<file path="src/hdl/bidt_pkg.sv">
`default_nettype none

package bidt_pkg;

  localparam int FuncW = 3;
  localparam int IdW   = 4;
  localparam int PcW   = 16;
  localparam int ValW  = 16;

  typedef enum logic [FuncW-1:0] {
    OP_ALLOC  = 3'd0,
    OP_RETIRE = 3'd1,
    OP_RECORD = 3'd2,
    OP_UPDATE = 3'd3,
    OP_LOOKUP = 3'd4
  } op_t;

  typedef enum logic [2:0] {
    ST_IDLE,
    ST_EXEC,
    ST_FIND,
    ST_SHIFT,
    ST_LOOK,
    ST_PUT
  } state_t;

  typedef struct packed {
    logic load;
    logic exec;
    logic clr;
    logic inc;
    logic shift;
    logic retire;
    logic upd;
    logic hit;
    logic fail;
    logic put;
  } dp_cmd_t;

  typedef struct packed {
    op_t  func;
    logic ord_end;
    logic ord_hit;
    logic shift_last;
    logic free_full;
    logic look_end;
    logic look_hit;
    logic out_free;
  } dp_sts_t;

endpackage

`default_nettype wire

</file>
<file path="src/hdl/bidt_ctrl.sv">
`default_nettype none

module bidt_ctrl import bidt_pkg::*; (
  input  wire logic    clk,
  input  wire logic    rst_n,
  input  wire logic    in_valid,
  output logic         in_ready,
  input  wire dp_sts_t sts,
  output dp_cmd_t      cmd
);

  state_t state_r, state_nxt;

  always_ff @(posedge clk) begin
    if (!rst_n) begin
      state_r <= ST_IDLE;
    end else begin
      state_r <= state_nxt;
    end
  end

  always_comb begin
    state_nxt = state_r;
    unique case (state_r)
      ST_IDLE: begin
        if (in_valid) state_nxt = ST_EXEC;
      end
      ST_EXEC: begin
        case (sts.func) inside
          OP_RETIRE, OP_UPDATE: state_nxt = ST_FIND;
          OP_LOOKUP:            state_nxt = ST_LOOK;
          default:              state_nxt = ST_PUT;
        endcase
      end
      ST_FIND: begin
        if (sts.ord_end) begin
          state_nxt = ST_PUT;
        end else if (sts.ord_hit) begin
          if (sts.func == OP_RETIRE && !sts.free_full) state_nxt = ST_SHIFT;
          else state_nxt = ST_PUT;
        end
      end
      ST_SHIFT: begin
        if (sts.shift_last) state_nxt = ST_PUT;
      end
      ST_LOOK: begin
        if (sts.look_end || sts.look_hit) state_nxt = ST_PUT;
      end
      ST_PUT: begin
        if (sts.out_free) state_nxt = ST_IDLE;
      end
      default: state_nxt = ST_IDLE;
    endcase
  end

  always_comb begin
    cmd      = '0;
    in_ready = 1'b0;
    unique case (state_r)
      ST_IDLE: begin
        in_ready = 1'b1;
        cmd.load = in_valid;
      end
      ST_EXEC: begin
        case (sts.func) inside
          OP_RETIRE, OP_UPDATE, OP_LOOKUP: cmd.clr = 1'b1;
          default:                         cmd.exec = 1'b1;
        endcase
      end
      ST_FIND: begin
        if (sts.ord_end) begin
          cmd.fail = 1'b1;
        end else if (sts.ord_hit) begin
          if (sts.func == OP_RETIRE) cmd.fail = sts.free_full;
          else cmd.upd = 1'b1;
        end else begin
          cmd.inc = 1'b1;
        end
      end
      ST_SHIFT: begin
        if (sts.shift_last) begin
          cmd.retire = 1'b1;
        end else begin
          cmd.shift = 1'b1;
          cmd.inc   = 1'b1;
        end
      end
      ST_LOOK: begin
        if (sts.look_end) cmd.fail = 1'b1;
        else if (sts.look_hit) cmd.hit = 1'b1;
        else cmd.inc = 1'b1;
      end
      ST_PUT: begin
        cmd.put = sts.out_free;
      end
      default: begin
        cmd = '0;
      end
    endcase
  end

endmodule

`default_nettype wire

</file>
<file path="config.mk">
export PLATFORM = sky130hd
export DESIGN_NAME = bidt_ctrl
export DESIGN_NICKNAME = d
export VERILOG_FILES = /design/src/hdl/bidt_pkg.sv /design/src/hdl/bidt_ctrl.sv
export SDC_FILE = /design/constraint.sdc
export NUM_CORES = 1
export LEC_CHECK = 0
export ABC_AREA = 1
export BUFFER_PORTS_ARGS = -buffer_cell sky130_fd_sc_hd__buf_4
export CAP_MARGIN = 5
export CORE_AREA = 2 2 39 41
export CTS_BUF_LIST = sky130_fd_sc_hd__clkbuf_4 sky130_fd_sc_hd__clkbuf_8 sky130_fd_sc_hd__clkbuf_16
export DETAILED_ROUTE_END_ITERATION = 10
export DIE_AREA = 0 0 41 43
export GPL_ROUTABILITY_DRIVEN = 0
export SLEW_MARGIN = 25
export SYNTH_ARGS = -nofsm -noshare
export SYNTH_HDL_FRONTEND = slang
export SYNTH_SLANG_ARGS = --single-unit
</file>
<file path="constraint.sdc">
create_clock -name clk -period 1.22 [get_ports clk]
set_clock_uncertainty 0.2 [all_clocks]
set_input_delay 0.122 -clock clk [delete_from_list [all_inputs] [get_ports clk]]
set_output_delay 0.122 -clock clk [all_outputs]
set_load 0.01 [all_outputs]
</file>
**Yosys cells after proc, flatten, opt, wreduce, memory -nomap -nowiden**

Cells that the tools add are included.

- Logic and storage cells: 57
- Output and inout port bits: 11
- Register bits: 3

- Equality and inequality tests: 13
- Mux-type cells: 36
- Reductions and logical operators: 7

Operators with widths:

| operator | number |
|---|---|
| $mux 3 | 8 |
| $mux 1 | 22 |
| $pmux 3 s6 | 1 |
| $eq 3x2->1 const B | 3 |
| $eq 3x3->1 const B | 3 |
| $ne 2x2->1 const B | 4 |
| $eq 3x1->1 const B | 2 |
| $mux 2 | 3 |
| $reduce_and 5->1 | 1 |
| $logic_not 3->1 | 1 |
| $ne 3x3->1 const B | 1 |
| $pmux 1 s3 | 1 |
| $reduce_or 3->1 | 1 |
| $pmux 1 s2 | 1 |
| $reduce_or 2->1 | 1 |
| $logic_and 1x1->1 | 1 |
| $logic_not 1->1 | 1 |
| $logic_or 1x1->1 | 1 |

**Logic depth before layout (Yosys ltp)**

- Depth after elaboration: 6
- Gate-level depth with buffers: 8
- Mapped depth without buffers: 8

**Worst setup path before layout**

Ideal clock, no wire load.

- Path kind: register to register
- From: register state_r[2]
- To: register state_r[2]
- Data arrival time: 1.010 ns
- Path slack: -0.056 ns
- Cell stages (with the launch flop): 8
- Clock period less this slack: 1.276 ns
- Setup time: 0.066 ns
- Cell sequence: dfxtp_1 > buf_6 > nor2_2 > nand2_1 > nand3_2 > nor2_2 > nand2_1 > a21oi_2

- Cells in the longest elaborated chain, start to end: 3

Ends and longest elaborated chain:

| item | RTL line | RTL |
|---|---|---|
| start, declared | bidt_ctrl.sv:12 | `state_t state_r, state_nxt;` |
| start signal, assigned | bidt_ctrl.sv:18 | `state_r <= state_nxt;` |
| $eq 3x2->1 (tied with other cells) | bidt_ctrl.sv:24 | `unique case (state_r)` |
| $ne 3x3->1 (no source line) / $ne 2x2->1 (equally long branches) | n/a |  |
| $reduce_and 5->1 (no source line) | n/a |  |

Parallel ways exist; a longest one is shown, timed or not.
A chain may end at the register's enable or synchronous reset.

==> metrics.txt <==
nature of the critical path endpoint primary output; Die H between 40 and 50 µm; CP peak stage delay around 0.38 ns; largest registers state_r x3; area growth from synthesis to final layout 119%; setup TNS -2.87 ns; die area 1760 µm²; overall power 0.898 mW; post-synthesis compound-gate area fraction 15.3%; pwr/cell area 1040 nW/µm²; Synth Instances slightly above 70; clock-pin transition on the worst setup and hold timing paths 0.04 ns; Worst setup SP type register; Worst EP arrival roughly 1.2 ns; CP top delay family flip-flops; minimum clock period ~1.5 ns; fraction of registers with async set/reset 0%; clk root buf clkbuf_4; critical path's slowest cell dfxtp_4; failing checks setup timing; Seq/Total Area, Yosys about 15%; P_leak about 0.43 nW; distinct cell type count after synthesis 22; top post-synthesis cells by count nand2_1, nor2_1, inv_1; syn_nets 85; largest family of logic cells by synthesized area simple AND/OR/NAND/NOR gates; Synth top area share 15.3%; max-slew violations 0; Hold Path Origin in_valid; per-cell routed wire length 9.85 µm; Adder-Cell Fraction of Synth Area 0%; Final Net Count ~130; # setup viols final 14; post-synthesis mux area share 0%; CP cell instances inv_4 > nor2_4 > nand2_2 > nor3_2 > buf_4; synthesized flop and latch total 3; max_slew headroom 84.0%; Synth Area in Simple Gates 50.2%; final hold viol count 0; DR iter-0 viols 8; run status finished with violations; R2R cell count 9; drt pass-1 iters 4; Critical Path RT 0.90 ns; antenna violations before repair 0; Max Cap Violations 0; CTS buffer count 3; TritonCTS Sinks 3; main area contributors after synthesis dfxtp_1, nand2_1, nor2_1, inv_1, inv_2; RSZ-0062 raised after global routing yes; Hold Crit Class in2reg; DP Wirelength between 900 and 1000 µm; crit-path max FO 4; vias in the first global route approximately 540; CTS tree built; drt drc 0; most common cell in the netlist nand2_1; largest net degree at the start of global routing 8; fin crit share 124%; cell area after synthesis approximately 390 µm²; H-tree Lvls 1; clock tree buffer depth 2; max reg flops 3; WS Path Type reg2out; Critical Path Stages 5; placed cells 115; YS warnings 0; IO Pins 24; chip width 41 µm; number of synthesized flops with an enable pin 0; Synth Area in XOR/XNOR 0%; grt total ovfl 0; core area 1380 µm²; Mapped Avg Cell Area 5.44 µm²; WHS Path Cells 4; Synth Flop Type dfxtp_1; Synth area leader dfxtp_1; maximum vdd drop about 0.68 mV; Fmax roughly 660 MHz; global-route wire length before repair 2060 µm; slew of the pin with the lowest slew margin around 0.24 ns; Fill cells 126; Layout Cells excl Fill 127; I/O Buffers 23; num rows 14; FF-to-FF Start state_r[1]$_SDFFE_PN0P_; initial cell density of the core roughly 28%; via/cell ratio ~4.6; total global-route track usage about 17%; Clock Latency Late Sink 0.23 ns; Setup crit start state_r[1]$_SDFFE_PN0P_; via count 583; Post-Route WL 1250 µm; Worst Slack Setup Final -0.288 ns; largest reg by FF count state_r; DRT antenna net count 0; layout cells sized above 1 68.5%; WP buf/inv 2; n_diodes 0
cells in the final DEF, fill, tap and decap left out:
master         instances
nor3b_2                1
nand4_1                1
dlygate4sd3_1          1
o21ai_4                1
buf_6                  5
nor4_4                 1
a21oi_2                3
or2_1                  1
a21oi_1                2
inv_1                  7
o21ai_1                4
inv_4                  1
nor3_2                 1
buf_4                 30
nand3b_1               1
nor2_4                 6
nand2_2                7
nand3_1                3
nand3_4                2
nor2_1                 7
a31oi_1                1
clkbuf_4               4
nand2_1                7
inv_2                  8
nand3_2                1
nor2_2                 1
inv_8                  1
dfxtp_4                3
logic make-up after synthesis:
kind of cell           count (synthesis)
and+or+nand+nor                       40
buffers and inverters                 18
AOI/OAI and AO/OA                     11
DFF                                    3
final cells by class:
cell class | instances | area (µm²) | share of cell area [%]
Inverter | 17 | 73.8 | 8.59
Timing Repair Buffer | 36 | 292 | 33.9
Multi-Input combinational cell | 51 | 373 | 43.4
Sequential cell | 3 | 71.3 | 8.30
Clock buffer | 4 | 30.0 | 3.49
Tap cell | 16 | 20.0 | 2.33
timing repair:
item / in CTS / in global routing
gates resized for setup: 22 / 10
endpoints found under the hold margin: 3 / 0
pin swaps: 10 / 8
hold buffers: 1 / 0
setup buffers: 8 / 1
setup endpoints to repair: 14 / 14
per-stage QoR:
step | setup WS [ns] | hold slack (ns) | utilization, % | area, µm²
floorplan | -0.0202 | 0.0772 | - | 444
global placement | -0.174 | 0.178 | 48.8 | 676
detailed placement | -0.162 | 0.186 | 48.8 | 676
CTS | -0.283 | 0.123 | 61.3 | 848
global route | -0.347 | 0.130 | 62.1 | 860
finish | -0.288 | 0.128 | 62.1 | 860
metal layers:
metal / global-route usage, % / up-vias / share of wire [%]
met1: 20.1 / 263 / 42
met4: 6.00 / 0 / 1.4
met3: 0 / 2 / 5.1
li1: - / 305 / -
met5: 0 / - / 0
met2: 29.4 / 13 / 51
report_power, final:
part | switching, mW | leakage, nW | internal [mW] | total, mW
sequential | 0.0511 | 0.0267 | 0.121 | 0.172
combinational | 0.254 | 0.389 | 0.278 | 0.532
clock | 0.0496 | 0.0184 | 0.145 | 0.194
final timing paths:
check / to / slack (ns)
setup / recovery: cmd[3] / -0.29
hold / removal: state_r[2]$_SDFFE_PN0P_ / 0.13
setup reg to reg: state_r[1]$_SDFFE_PN0P_ / -0.19
hold reg to reg: state_r[1]$_SDFFE_PN0P_ / 0.51
worst min-delay path: stages:
cell and delay [ns]:
buf_4 0.10, o21ai_4 0.07, o21ai_1 0.17, a21oi_2 0.06
(Power assumes the default switching activity.)
