===== src/hdl/bidt_pkg.sv =====
`default_nettype none

package bidt_pkg;

  localparam int FuncW = 3;
  localparam int IdW   = 4;
  localparam int PcW   = 16;
  localparam int ValW  = 16;

  typedef enum logic [FuncW-1:0] {
    OP_ALLOC  = 3'd0,
    OP_RETIRE = 3'd1,
    OP_RECORD = 3'd2,
    OP_UPDATE = 3'd3,
    OP_LOOKUP = 3'd4
  } op_t;

  typedef enum logic [2:0] {
    ST_IDLE,
    ST_EXEC,
    ST_FIND,
    ST_SHIFT,
    ST_LOOK,
    ST_PUT
  } state_t;

  typedef struct packed {
    logic load;
    logic exec;
    logic clr;
    logic inc;
    logic shift;
    logic retire;
    logic upd;
    logic hit;
    logic fail;
    logic put;
  } dp_cmd_t;

  typedef struct packed {
    op_t  func;
    logic ord_end;
    logic ord_hit;
    logic shift_last;
    logic free_full;
    logic look_end;
    logic look_hit;
    logic out_free;
  } dp_sts_t;

endpackage

`default_nettype wire


===== src/hdl/bidt_dp.sv =====
`default_nettype none

module bidt_dp import bidt_pkg::*; #(
  parameter int NUM_IDS = 8
) (
  input  wire logic             clk,
  input  wire logic             rst_n,
  input  wire logic [FuncW-1:0] in_func,
  input  wire logic [IdW-1:0]   in_branch_id,
  input  wire logic [PcW-1:0]   in_branch_pc,
  input  wire logic [ValW-1:0]  in_predicted_value,
  input  wire dp_cmd_t          cmd,
  output dp_sts_t               sts,
  output logic                  out_valid,
  input  wire logic             out_ready,
  output logic                  out_ok,
  output logic [IdW-1:0]        out_given_id,
  output logic [ValW-1:0]       out_found_value,
  output logic [IdW-1:0]        out_recent_id
);

  localparam int IW = $clog2(NUM_IDS);
  localparam int CW = $clog2(NUM_IDS + 1);

  function automatic logic [IW-1:0] wrap_inc(input logic [IW-1:0] p);
    return (p == IW'(NUM_IDS - 1)) ? '0 : p + IW'(1);
  endfunction

  op_t              func_r;
  logic [IdW-1:0]   id_r;
  logic [PcW-1:0]   pc_r;
  logic [ValW-1:0]  val_r;

  logic [IdW-1:0]   free_mem_r [NUM_IDS];
  logic [IW-1:0]    head_r, tail_r;
  logic [CW-1:0]    free_cnt_r;
  logic [IdW-1:0]   ord_mem_r [NUM_IDS];
  logic [CW-1:0]    ord_cnt_r;
  logic [PcW-1:0]   ent_pc_r [NUM_IDS];
  logic [ValW-1:0]  ent_val_r [NUM_IDS];
  logic [NUM_IDS-1:0] ent_vld_r;
  logic [IdW-1:0]   latest_r;
  logic [CW-1:0]    idx_r;

  logic             res_ok_r;
  logic [IdW-1:0]   res_given_r;
  logic [ValW-1:0]  res_found_r;

  logic             out_vld_r;
  logic             out_ok_r;
  logic [IdW-1:0]   out_given_r;
  logic [ValW-1:0]  out_found_r;
  logic [IdW-1:0]   out_recent_r;

  logic [IW-1:0]    idx_lo;
  logic [CW-1:0]    idx_nx;
  logic [IdW-1:0]   id_m1;
  logic [IW-1:0]    upd_idx;
  logic             in_tab;
  logic             alloc_ok;
  logic             rec_ok;

  assign idx_lo   = idx_r[IW-1:0];
  assign idx_nx   = idx_r + CW'(1);
  assign id_m1    = id_r - IdW'(1);
  assign upd_idx  = id_m1[IW-1:0];
  assign in_tab   = idx_r < CW'(NUM_IDS);
  assign alloc_ok = free_cnt_r != '0;
  assign rec_ok   = (id_r != '0) && (id_r <= IdW'(NUM_IDS)) && (ord_cnt_r < CW'(NUM_IDS));

  always_comb begin
    sts            = '0;
    sts.func       = func_r;
    sts.ord_end    = idx_r >= ord_cnt_r;
    sts.ord_hit    = !sts.ord_end && (ord_mem_r[idx_lo] == id_r);
    sts.shift_last = idx_nx >= ord_cnt_r;
    sts.free_full  = free_cnt_r == CW'(NUM_IDS);
    sts.look_end   = !in_tab;
    sts.look_hit   = in_tab && ent_vld_r[idx_lo] && (ent_pc_r[idx_lo] == pc_r);
    sts.out_free   = !out_vld_r || out_ready;
  end

  always_ff @(posedge clk) begin
    if (!rst_n) begin
      for (int i = 0; i < NUM_IDS; i++) begin
        free_mem_r[i] <= IdW'(i + 1);
      end
      head_r     <= '0;
      tail_r     <= '0;
      free_cnt_r <= CW'(NUM_IDS);
      ord_cnt_r  <= '0;
      ent_vld_r  <= '0;
      latest_r   <= '0;
      idx_r      <= '0;
      out_vld_r  <= 1'b0;
    end else begin
      if (cmd.exec) begin
        case (func_r)
          OP_ALLOC: begin
            if (alloc_ok) begin
              head_r     <= wrap_inc(head_r);
              free_cnt_r <= free_cnt_r - CW'(1);
            end
          end
          OP_RECORD: begin
            if (rec_ok) begin
              ord_cnt_r <= ord_cnt_r + CW'(1);
              latest_r  <= id_r;
            end
          end
          default: begin
          end
        endcase
      end
      if (cmd.clr) idx_r <= '0;
      if (cmd.inc) idx_r <= idx_nx;
      if (cmd.retire) begin
        ord_cnt_r          <= ord_cnt_r - CW'(1);
        free_mem_r[tail_r] <= id_r;
        tail_r             <= wrap_inc(tail_r);
        free_cnt_r         <= free_cnt_r + CW'(1);
      end
      if (cmd.upd) ent_vld_r[upd_idx] <= 1'b1;
      if (cmd.put) out_vld_r <= 1'b1;
      else if (out_ready) out_vld_r <= 1'b0;
    end
  end

  always_ff @(posedge clk) begin
    if (cmd.load) begin
      func_r <= op_t'(in_func);
      id_r   <= in_branch_id;
      pc_r   <= in_branch_pc;
      val_r  <= in_predicted_value;
    end
    if (cmd.exec) begin
      case (func_r)
        OP_ALLOC: begin
          res_ok_r    <= alloc_ok;
          res_given_r <= alloc_ok ? free_mem_r[head_r] : '0;
          res_found_r <= '0;
        end
        OP_RECORD: begin
          res_ok_r    <= rec_ok;
          res_given_r <= '0;
          res_found_r <= '0;
          if (rec_ok) ord_mem_r[ord_cnt_r[IW-1:0]] <= id_r;
        end
        default: begin
          res_ok_r    <= 1'b0;
          res_given_r <= '0;
          res_found_r <= '0;
        end
      endcase
    end
    if (cmd.shift) ord_mem_r[idx_lo] <= ord_mem_r[idx_nx[IW-1:0]];
    if (cmd.upd) begin
      ent_pc_r[upd_idx]  <= pc_r;
      ent_val_r[upd_idx] <= val_r;
    end
    if (cmd.fail) begin
      res_ok_r    <= 1'b0;
      res_given_r <= '0;
      res_found_r <= '0;
    end
    if (cmd.retire || cmd.upd) begin
      res_ok_r    <= 1'b1;
      res_given_r <= '0;
      res_found_r <= '0;
    end
    if (cmd.hit) begin
      res_ok_r    <= 1'b1;
      res_given_r <= '0;
      res_found_r <= ent_val_r[idx_lo];
    end
    if (cmd.put) begin
      out_ok_r     <= res_ok_r;
      out_given_r  <= res_given_r;
      out_found_r  <= res_found_r;
      out_recent_r <= latest_r;
    end
  end

  assign out_valid       = out_vld_r;
  assign out_ok          = out_ok_r;
  assign out_given_id    = out_given_r;
  assign out_found_value = out_found_r;
  assign out_recent_id   = out_recent_r;

endmodule

`default_nettype wire


===== config.mk =====
export PLATFORM = sky130hd
export DESIGN_NAME = bidt_dp
export DESIGN_NICKNAME = d
export VERILOG_FILES = /design/src/hdl/bidt_pkg.sv /design/src/hdl/bidt_dp.sv
export SDC_FILE = /design/constraint.sdc
export NUM_CORES = 1
export LEC_CHECK = 0
export ABC_AREA = 1
export BUFFER_PORTS_ARGS = -buffer_cell sky130_fd_sc_hd__buf_2
export CORE_ASPECT_RATIO = 2
export CORE_MARGIN = 5
export CORE_UTILIZATION = 34
export CTS_BUF_LIST = sky130_fd_sc_hd__clkbuf_8
export DETAILED_ROUTE_END_ITERATION = 10
export PLACE_DENSITY = 0.52
export SLEW_MARGIN = 20
export SYNTH_ARGS = -nofsm -noshare
export SYNTH_HDL_FRONTEND = slang
export SYNTH_SLANG_ARGS = --single-unit

===== constraint.sdc =====
create_clock -name clk -period 7.38 [get_ports clk]
set_input_delay 0.369 -clock clk [delete_from_list [all_inputs] [get_ports clk]]
set_output_delay 0.369 -clock clk [all_outputs]
set_load 0.02 [all_outputs]

---- After elaboration in Yosys (flattened, before gate mapping) ----
Memory sizes are Yosys's and may differ from the RTL's. A register that Yosys moved wholly into a read port is not among the register bits.
Cells that the tools add are included.
word-level totals
  flip-flop bits (word level) ............. 116
  RAM bits ................................ 320
  bits of input ports ..................... 52
  output and inout port bits .............. 36
  word-level logic and storage cells ...... 126
  memories kept ........................... 4
cells by class
  add/subtract/negate cells ............... 8
  order comparisons ....................... 8
  equal/unequal tests ..................... 6
  muxes and demuxes ....................... 50
  bitwise operators ....................... 1
  reduce and logical (&&, ||, !) cells .... 30
memories
  name        depth  bits a word  read ports  clocked after Yosys merged registers in  write ports  RTL line       source
  ent_pc_r    8      16           1           1                                        1            bidt_dp.sv:39  logic [PcW-1:0] ent_pc_r [NUM_IDS];
  ent_val_r   8      16           1           1                                        1            bidt_dp.sv:40  logic [ValW-1:0] ent_val_r [NUM_IDS];
  free_mem_r  8      4            1           1                                        8            bidt_dp.sv:34  logic [IdW-1:0] free_mem_r [NUM_IDS];
  ord_mem_r   8      4            2           1                                        2            bidt_dp.sv:37  logic [IdW-1:0] ord_mem_r [NUM_IDS];
operator list
  cell                                                 number
  two-way mux 16 bit                                   4
  two-way mux 4 bit                                    13
  two-way mux 3 bit                                    11
  two-way mux 1 bit                                    19
  == test 16 bit                                       1
  nonzero test 2 bit                                   8
  adder 4 x 1 -> 4 bit (second input constant)         3
  AND reduction 3 bit                                  4
  nonzero test 4 bit                                   3
  greater-or-equal comparator 4 bit                    2
  < comparator 3 x 4 -> 1 bit (second input constant)  2
  < comparator 4 bit (second input constant)           2
  OR 8 bit                                             1
  subtractor 4 x 1 -> 4 bit (second input constant)    2
  adder 3 x 1 -> 3 bit (second input constant)         2
  == test 3 bit (second input constant)                2
  logical AND 1 bit                                    6
  == test 4 bit                                        1
  == test 4 bit (second input constant)                1
  <= comparator 4 bit (second input constant)          1
  OR reduction 4 bit                                   1
  binary-select mux 1 bit (select 3 bit)               1
  demux 1 bit (select 3 bit)                           1
  == test 3 x 2 -> 1 bit (second input constant)       1
  8 further kinds                                      11

---- Longest topological paths before layout ----
  depth after elaboration ................. 7
  gate-level depth with buffers ........... 15
  depth with buffers taken out ............ 13

---- Worst setup path after synthesis ----
No wires, ideal clock.
  path type ............................... register -> register
  start point ............................. register id_r[0]
  end point ............................... memory ent_pc_r[6][0], enable pin
  setup time .............................. 0.423 ns
  data arrival time ....................... 2.858 ns
  required time ........................... 6.957 ns
  slack ................................... 4.099 ns
  cell stages (with the launch flop) ...... 10
  path buffers ............................ 1
  period minus slack after synthesis ...... 3.281 ns
  cells stage by stage .................... edfxtp_1 -> buf_1 -> inv_2 -> ha_1 -> or2_1 -> nand2_1 -> inv_1 -> nor2_1 -> inv_1 -> nor2_1
between the ends
  cells in the longest elaborated chain, start to end .. 1
ends and longest elaborated chain
  element                    RTL line        source
  start, declared            bidt_dp.sv:30   logic [IdW-1:0] id_r;
  start signal, assigned     bidt_dp.sv:132  id_r <= in_branch_id;
  subtractor 3 x 1 -> 3 bit  bidt_dp.sv:65   assign id_m1 = id_r - IdW'(1);
  end, declared              bidt_dp.sv:39
Every way passes these cells.

==> results list <==
* Number of global-route vias before repair: 12700
* Pin count of the biggest net entering global routing: 99
- Area growth syn-to-layout: 14.8%
- At the worst endpoint, the required time is 7010 ps.
* Fin nets: 1860
- Crit-path max FO: 98
* Cell count of the worst reg-to-reg path: 8
* Run status: finished clean
- Top flip-flop cell by instance count after synthesis: sky130_fd_sc_hd__edfxtp_1
- The startpoint identified for the worst register-to-register timing path is id_r[0]$_DFFE_PP_.
- Post-route clock skew: 35.5 ps
- Before antenna repair, the detailed router went through 7 iterations.
* Most area-hungry cell type in the Yosys netlist: sky130_fd_sc_hd__edfxtp_1
* Clock-pin slew on the worst setup and hold paths: 60 ps
* Net Count, Synth: 1722
* Worst hold slack: 70.4 ps
- First-pass GRT wire length: 72300 um
- Depth of the CTS H-tree: 3
- Worst Setup Slack, final: 3230 ps
- The tree is rooted in a sky130_fd_sc_hd__clkbuf_8.
- The clock period could shrink to 4150 ps.
* Post-synthesis cell count: 1650
- Mapped Area: 18500 sq um
* Number of nets still failing antenna checks after routing: 0
- Number of filler cells placed in the layout: 5288
* Sum Neg Setup Slack: 0 ps
- Synth warnings: 0
- Placer's final routability congestion estimate: 0.891
- Counting the buffers created by CTS gives 67.
- In this run the power density over the cells is 253 nW/um^2.
- Via density per instance: 4.93
- The final-report hold violation count is 0.
- GRT Residual Overflow: 0
- Fraction of synthesized cell area taken by the top area cell type: 65.0%
- Yosys attributes the largest share of cell area to sky130_fd_sc_hd__edfxtp_1, sky130_fd_sc_hd__nand2_1, sky130_fd_sc_hd__nor2_1.
- The count of buffers added on input and output ports is 87.
- CTS sink cnt: 442
- Based on the critical path, the design can be clocked at up to 241 MHz.
- Row generation in the floorplan step produced 121 rows.
- In this run the deepest clock path goes through 3 buffers.
- The min-delay analysis places its worst path in the category in -> reg.
* Overall power: 5.36 mW
* Least-Margin Pin Slew: 1040 ps
* Setup Buffers After CTS: 0
- VDD sags by at most 0.118 mV.
- At the placement stage, the worst setup path has a slack of 3660 ps.
* Total via count after detailed routing: 12400
- In this run the mean area of a mapped cell was 11.2 sq um.
- The floorplan step defined a core boundary enclosing 54200 sq um.
- The worst setup path is launched from a flip-flop.
- Kind of critical path: reg -> out
* Aggregate routed wire length: 47500 um
- Die width: 175 um
* Kind of end point of the critical path: output port
- Final setup violation count: 0
* Static power due to leakage: 8.13 nW
- Clock latency on the worst-skew pair, taken at its later pin, is 630 ps.
- After the first detailed-routing iteration, the DRC count stood at 777.
* Number of top-level pins: 88
- Async SR Flop Fraction: 0%
- For hold timing, the worst endpoint is res_ok_r$_SDFFE_PP1P_.
- FF+latch count, synth: 442
- Proportion of synthesized chip area in sequential cells: 69.6%
* Routed length per instance: 18.9 um
- Max-cap violations: 0
* Initial antenna violation count: 3
* HP Start: cmd[3]
* Number of cells in the design after placement: 2354
- Count of cell types in the netlist: 38
- Yosys mapped a number of flops with a built-in enable equal to 400.
- The die is 340 um tall.
- The die covers 59400 sq um.
- Of the available clock period, the critical path in the final layout requires 56.2%.
* Effective utilization at floorplan: 34.1%
* Worst path arrival time: 3780 ps
- Measured against its own limit, the worst slew margin works out to 29.9%.
- Counting instances, the worst hold path has a depth of 3.
- Unrepaired setup endpoints after global routing: no
- For this run, design rule violations remaining after detail routing come to 0.
* Overall global routing resource usage: 15.9%
* Reg-to-Reg End: ord_mem_r[5][3]$_DFFE_PP_
- Hpwl dp: 29200 um
- TritonCTS clock tree: done
* Number of standard cells in the layout, taps in and fillers out: 2513
- Max Slew Vio Count: 0
* Reg2Reg Setup Slack: 4030 ps
- Of the cells placed in the final design, the portion with a size suffix greater than 1 is 11.3%.
## cell families (layout without fill, tap and decap cells)
group           count (synthesis)  in the layout  synth area share (%)
xor+xnor                        9              9                 0.427
buf+inv                       227            412                  5.30
fa+ha+maj                      20             20                  1.44
simple gates                  640            640                  13.8
mux                             9              9                 0.488
compound gates                303            303                  8.97
flops                         442            442                  69.6
other cells                     0              2                     0
## critical path: stages, from the launching register on
cell and delay, ps:
sky130_fd_sc_hd__dfxtp_4 550, sky130_fd_sc_hd__inv_4 510, sky130_fd_sc_hd__buf_4 810, sky130_fd_sc_hd__o21ai_0 170
sky130_fd_sc_hd__o21ai_1 160, sky130_fd_sc_hd__nand2_1 80, sky130_fd_sc_hd__nand3_1 90, sky130_fd_sc_hd__nand2_1 70
sky130_fd_sc_hd__nor2_1 100, sky130_fd_sc_hd__nand3_1 80, sky130_fd_sc_hd__nor2_1 250, sky130_fd_sc_hd__buf_2 230
## how the worst max path moves through the flow
| stage | from | endpoint | cells past startpoint |
|---|---|---|---|
| 4_1_cts | flip-flop | sts[1] | 13 |
| 2_1_floorplan | id_r[0]$_DFFE_PP_ | ent_pc_r[6][0]$_DFFE_PP_ | 9 |
| 6_report | flip-flop | sts[1] | 11 |
| 3_5_place_dp | flip-flop | sts[1] | 13 |
| 5_1_grt | flip-flop | sts[1] | 13 |
| 3_3_place_gp | flip-flop | sts[1] | 13 |
## layout by cell type, fill, tap and decap left out, types with 2 or more instances in the layout
cell type                       count
sky130_fd_sc_hd__a21oi_1           47
sky130_fd_sc_hd__a31oi_1           16
sky130_fd_sc_hd__buf_2             87
sky130_fd_sc_hd__buf_4             16
sky130_fd_sc_hd__bufinv_16          2
sky130_fd_sc_hd__clkbuf_8          74
sky130_fd_sc_hd__clkinv_1          11
sky130_fd_sc_hd__clkinv_2           6
sky130_fd_sc_hd__clkinvlp_4         2
sky130_fd_sc_hd__dfxtp_1           40
sky130_fd_sc_hd__diode_2            2
sky130_fd_sc_hd__dlygate4sd3_1     41
sky130_fd_sc_hd__edfxtp_1         400
sky130_fd_sc_hd__fa_1               2
sky130_fd_sc_hd__ha_1              18
sky130_fd_sc_hd__inv_1            163
sky130_fd_sc_hd__inv_2              6
sky130_fd_sc_hd__inv_6              2
sky130_fd_sc_hd__mux2i_1            9
sky130_fd_sc_hd__nand2_1          292
sky130_fd_sc_hd__nand3_1           90
sky130_fd_sc_hd__nand3b_1           6
sky130_fd_sc_hd__nor2_1           237
sky130_fd_sc_hd__nor2_4             8
sky130_fd_sc_hd__nor3_1             4
sky130_fd_sc_hd__o211ai_1           4
sky130_fd_sc_hd__o21a_1             5
sky130_fd_sc_hd__o21ai_0          167
sky130_fd_sc_hd__o21ai_1           26
sky130_fd_sc_hd__o221ai_1           8
sky130_fd_sc_hd__o22ai_1           17
sky130_fd_sc_hd__o41ai_1            8
sky130_fd_sc_hd__or2_1              2
sky130_fd_sc_hd__xnor2_1            3
sky130_fd_sc_hd__xor2_1             6
## registers in the layout, summed over array words and instances (netlist names), 4 cells and up, named ones only
signal	cells
res_found_r	16
free_cnt_r	4
val_r	16
out_given_id	4
latest_r	4
out_recent_id	4
ent_vld_r	8
out_found_value	16
ord_mem_r	32
id_r	4
ord_cnt_r	4
free_mem_r	32
idx_r	4
pc_r	16
ent_val_r	128
ent_pc_r	128
res_given_r	4
## synthesized netlist by cell type, types with 2 or more instances
cell type / count
sky130_fd_sc_hd__a21oi_1: 47
sky130_fd_sc_hd__a31oi_1: 16
sky130_fd_sc_hd__buf_1: 3
sky130_fd_sc_hd__buf_2: 33
sky130_fd_sc_hd__buf_4: 10
sky130_fd_sc_hd__buf_6: 6
sky130_fd_sc_hd__clkbuf_1: 22
sky130_fd_sc_hd__dfxtp_1: 42
sky130_fd_sc_hd__edfxtp_1: 400
sky130_fd_sc_hd__fa_1: 2
sky130_fd_sc_hd__ha_1: 18
sky130_fd_sc_hd__inv_1: 144
sky130_fd_sc_hd__inv_2: 6
sky130_fd_sc_hd__mux2i_1: 9
sky130_fd_sc_hd__nand2_1: 292
sky130_fd_sc_hd__nand3_1: 90
sky130_fd_sc_hd__nand3b_1: 6
sky130_fd_sc_hd__nor2_1: 245
sky130_fd_sc_hd__nor3_1: 4
sky130_fd_sc_hd__o211ai_1: 4
sky130_fd_sc_hd__o21a_1: 5
sky130_fd_sc_hd__o21ai_0: 167
sky130_fd_sc_hd__o21ai_1: 26
sky130_fd_sc_hd__o221ai_1: 8
sky130_fd_sc_hd__o22ai_1: 17
sky130_fd_sc_hd__o41ai_1: 8
sky130_fd_sc_hd__or2_1: 2
sky130_fd_sc_hd__xnor2_1: 3
sky130_fd_sc_hd__xor2_1: 6
## timing repair
action	in CTS	in global routing
gates resized for setup	0	0
hold endpoints to repair	41	0
hold buffers	41	0
## stage by stage
| step | utilization [%] | area (sq um) |
|---|---|---|
| 2_1_floorplan | - | 18500 |
| 3_3_place_gp | 36.0 | 19500 |
| 3_5_place_dp | 36.0 | 19500 |
| 4_1_cts | 39.1 | 21200 |
| 5_1_grt | 39.1 | 21200 |
| 6_report | 39.1 | 21200 |
## metal layers
metal | vias up | routed length (um) | track usage, %
li1 | 5974 | - | -
met3 | 111 | 2000 | 2.35
met2 | 349 | 26400 | 31.2
met5 | - | 13 | 0
met1 | 5954 | 17400 | 16.4
met4 | 2 | 1750 | 7.06
## layout make-up
cell class | instances | area (sq um) | share of cell area (%)
antenna | 2 | 5.00 | 0.0236
multi-input combinational | 981 | 4700 | 22.2
sequential | 442 | 12900 | 60.6
timing repair buffer | 144 | 966 | 4.55
tap | 676 | 846 | 3.99
inverter | 152 | 573 | 2.70
clock buffer | 74 | 1020 | 4.80
clock inverter | 42 | 248 | 1.17
## power breakdown
part	leakage [nW]	total, mW	switching [mW]	internal, mW
registers	4.07	2.94	0.0900	2.85
clock network	0.717	1.94	0.946	0.995
logic	3.35	0.480	0.330	0.150
total	8.13	5.36	1.37	4.00
No activity file was read; power rests on OpenSTA's default activity.
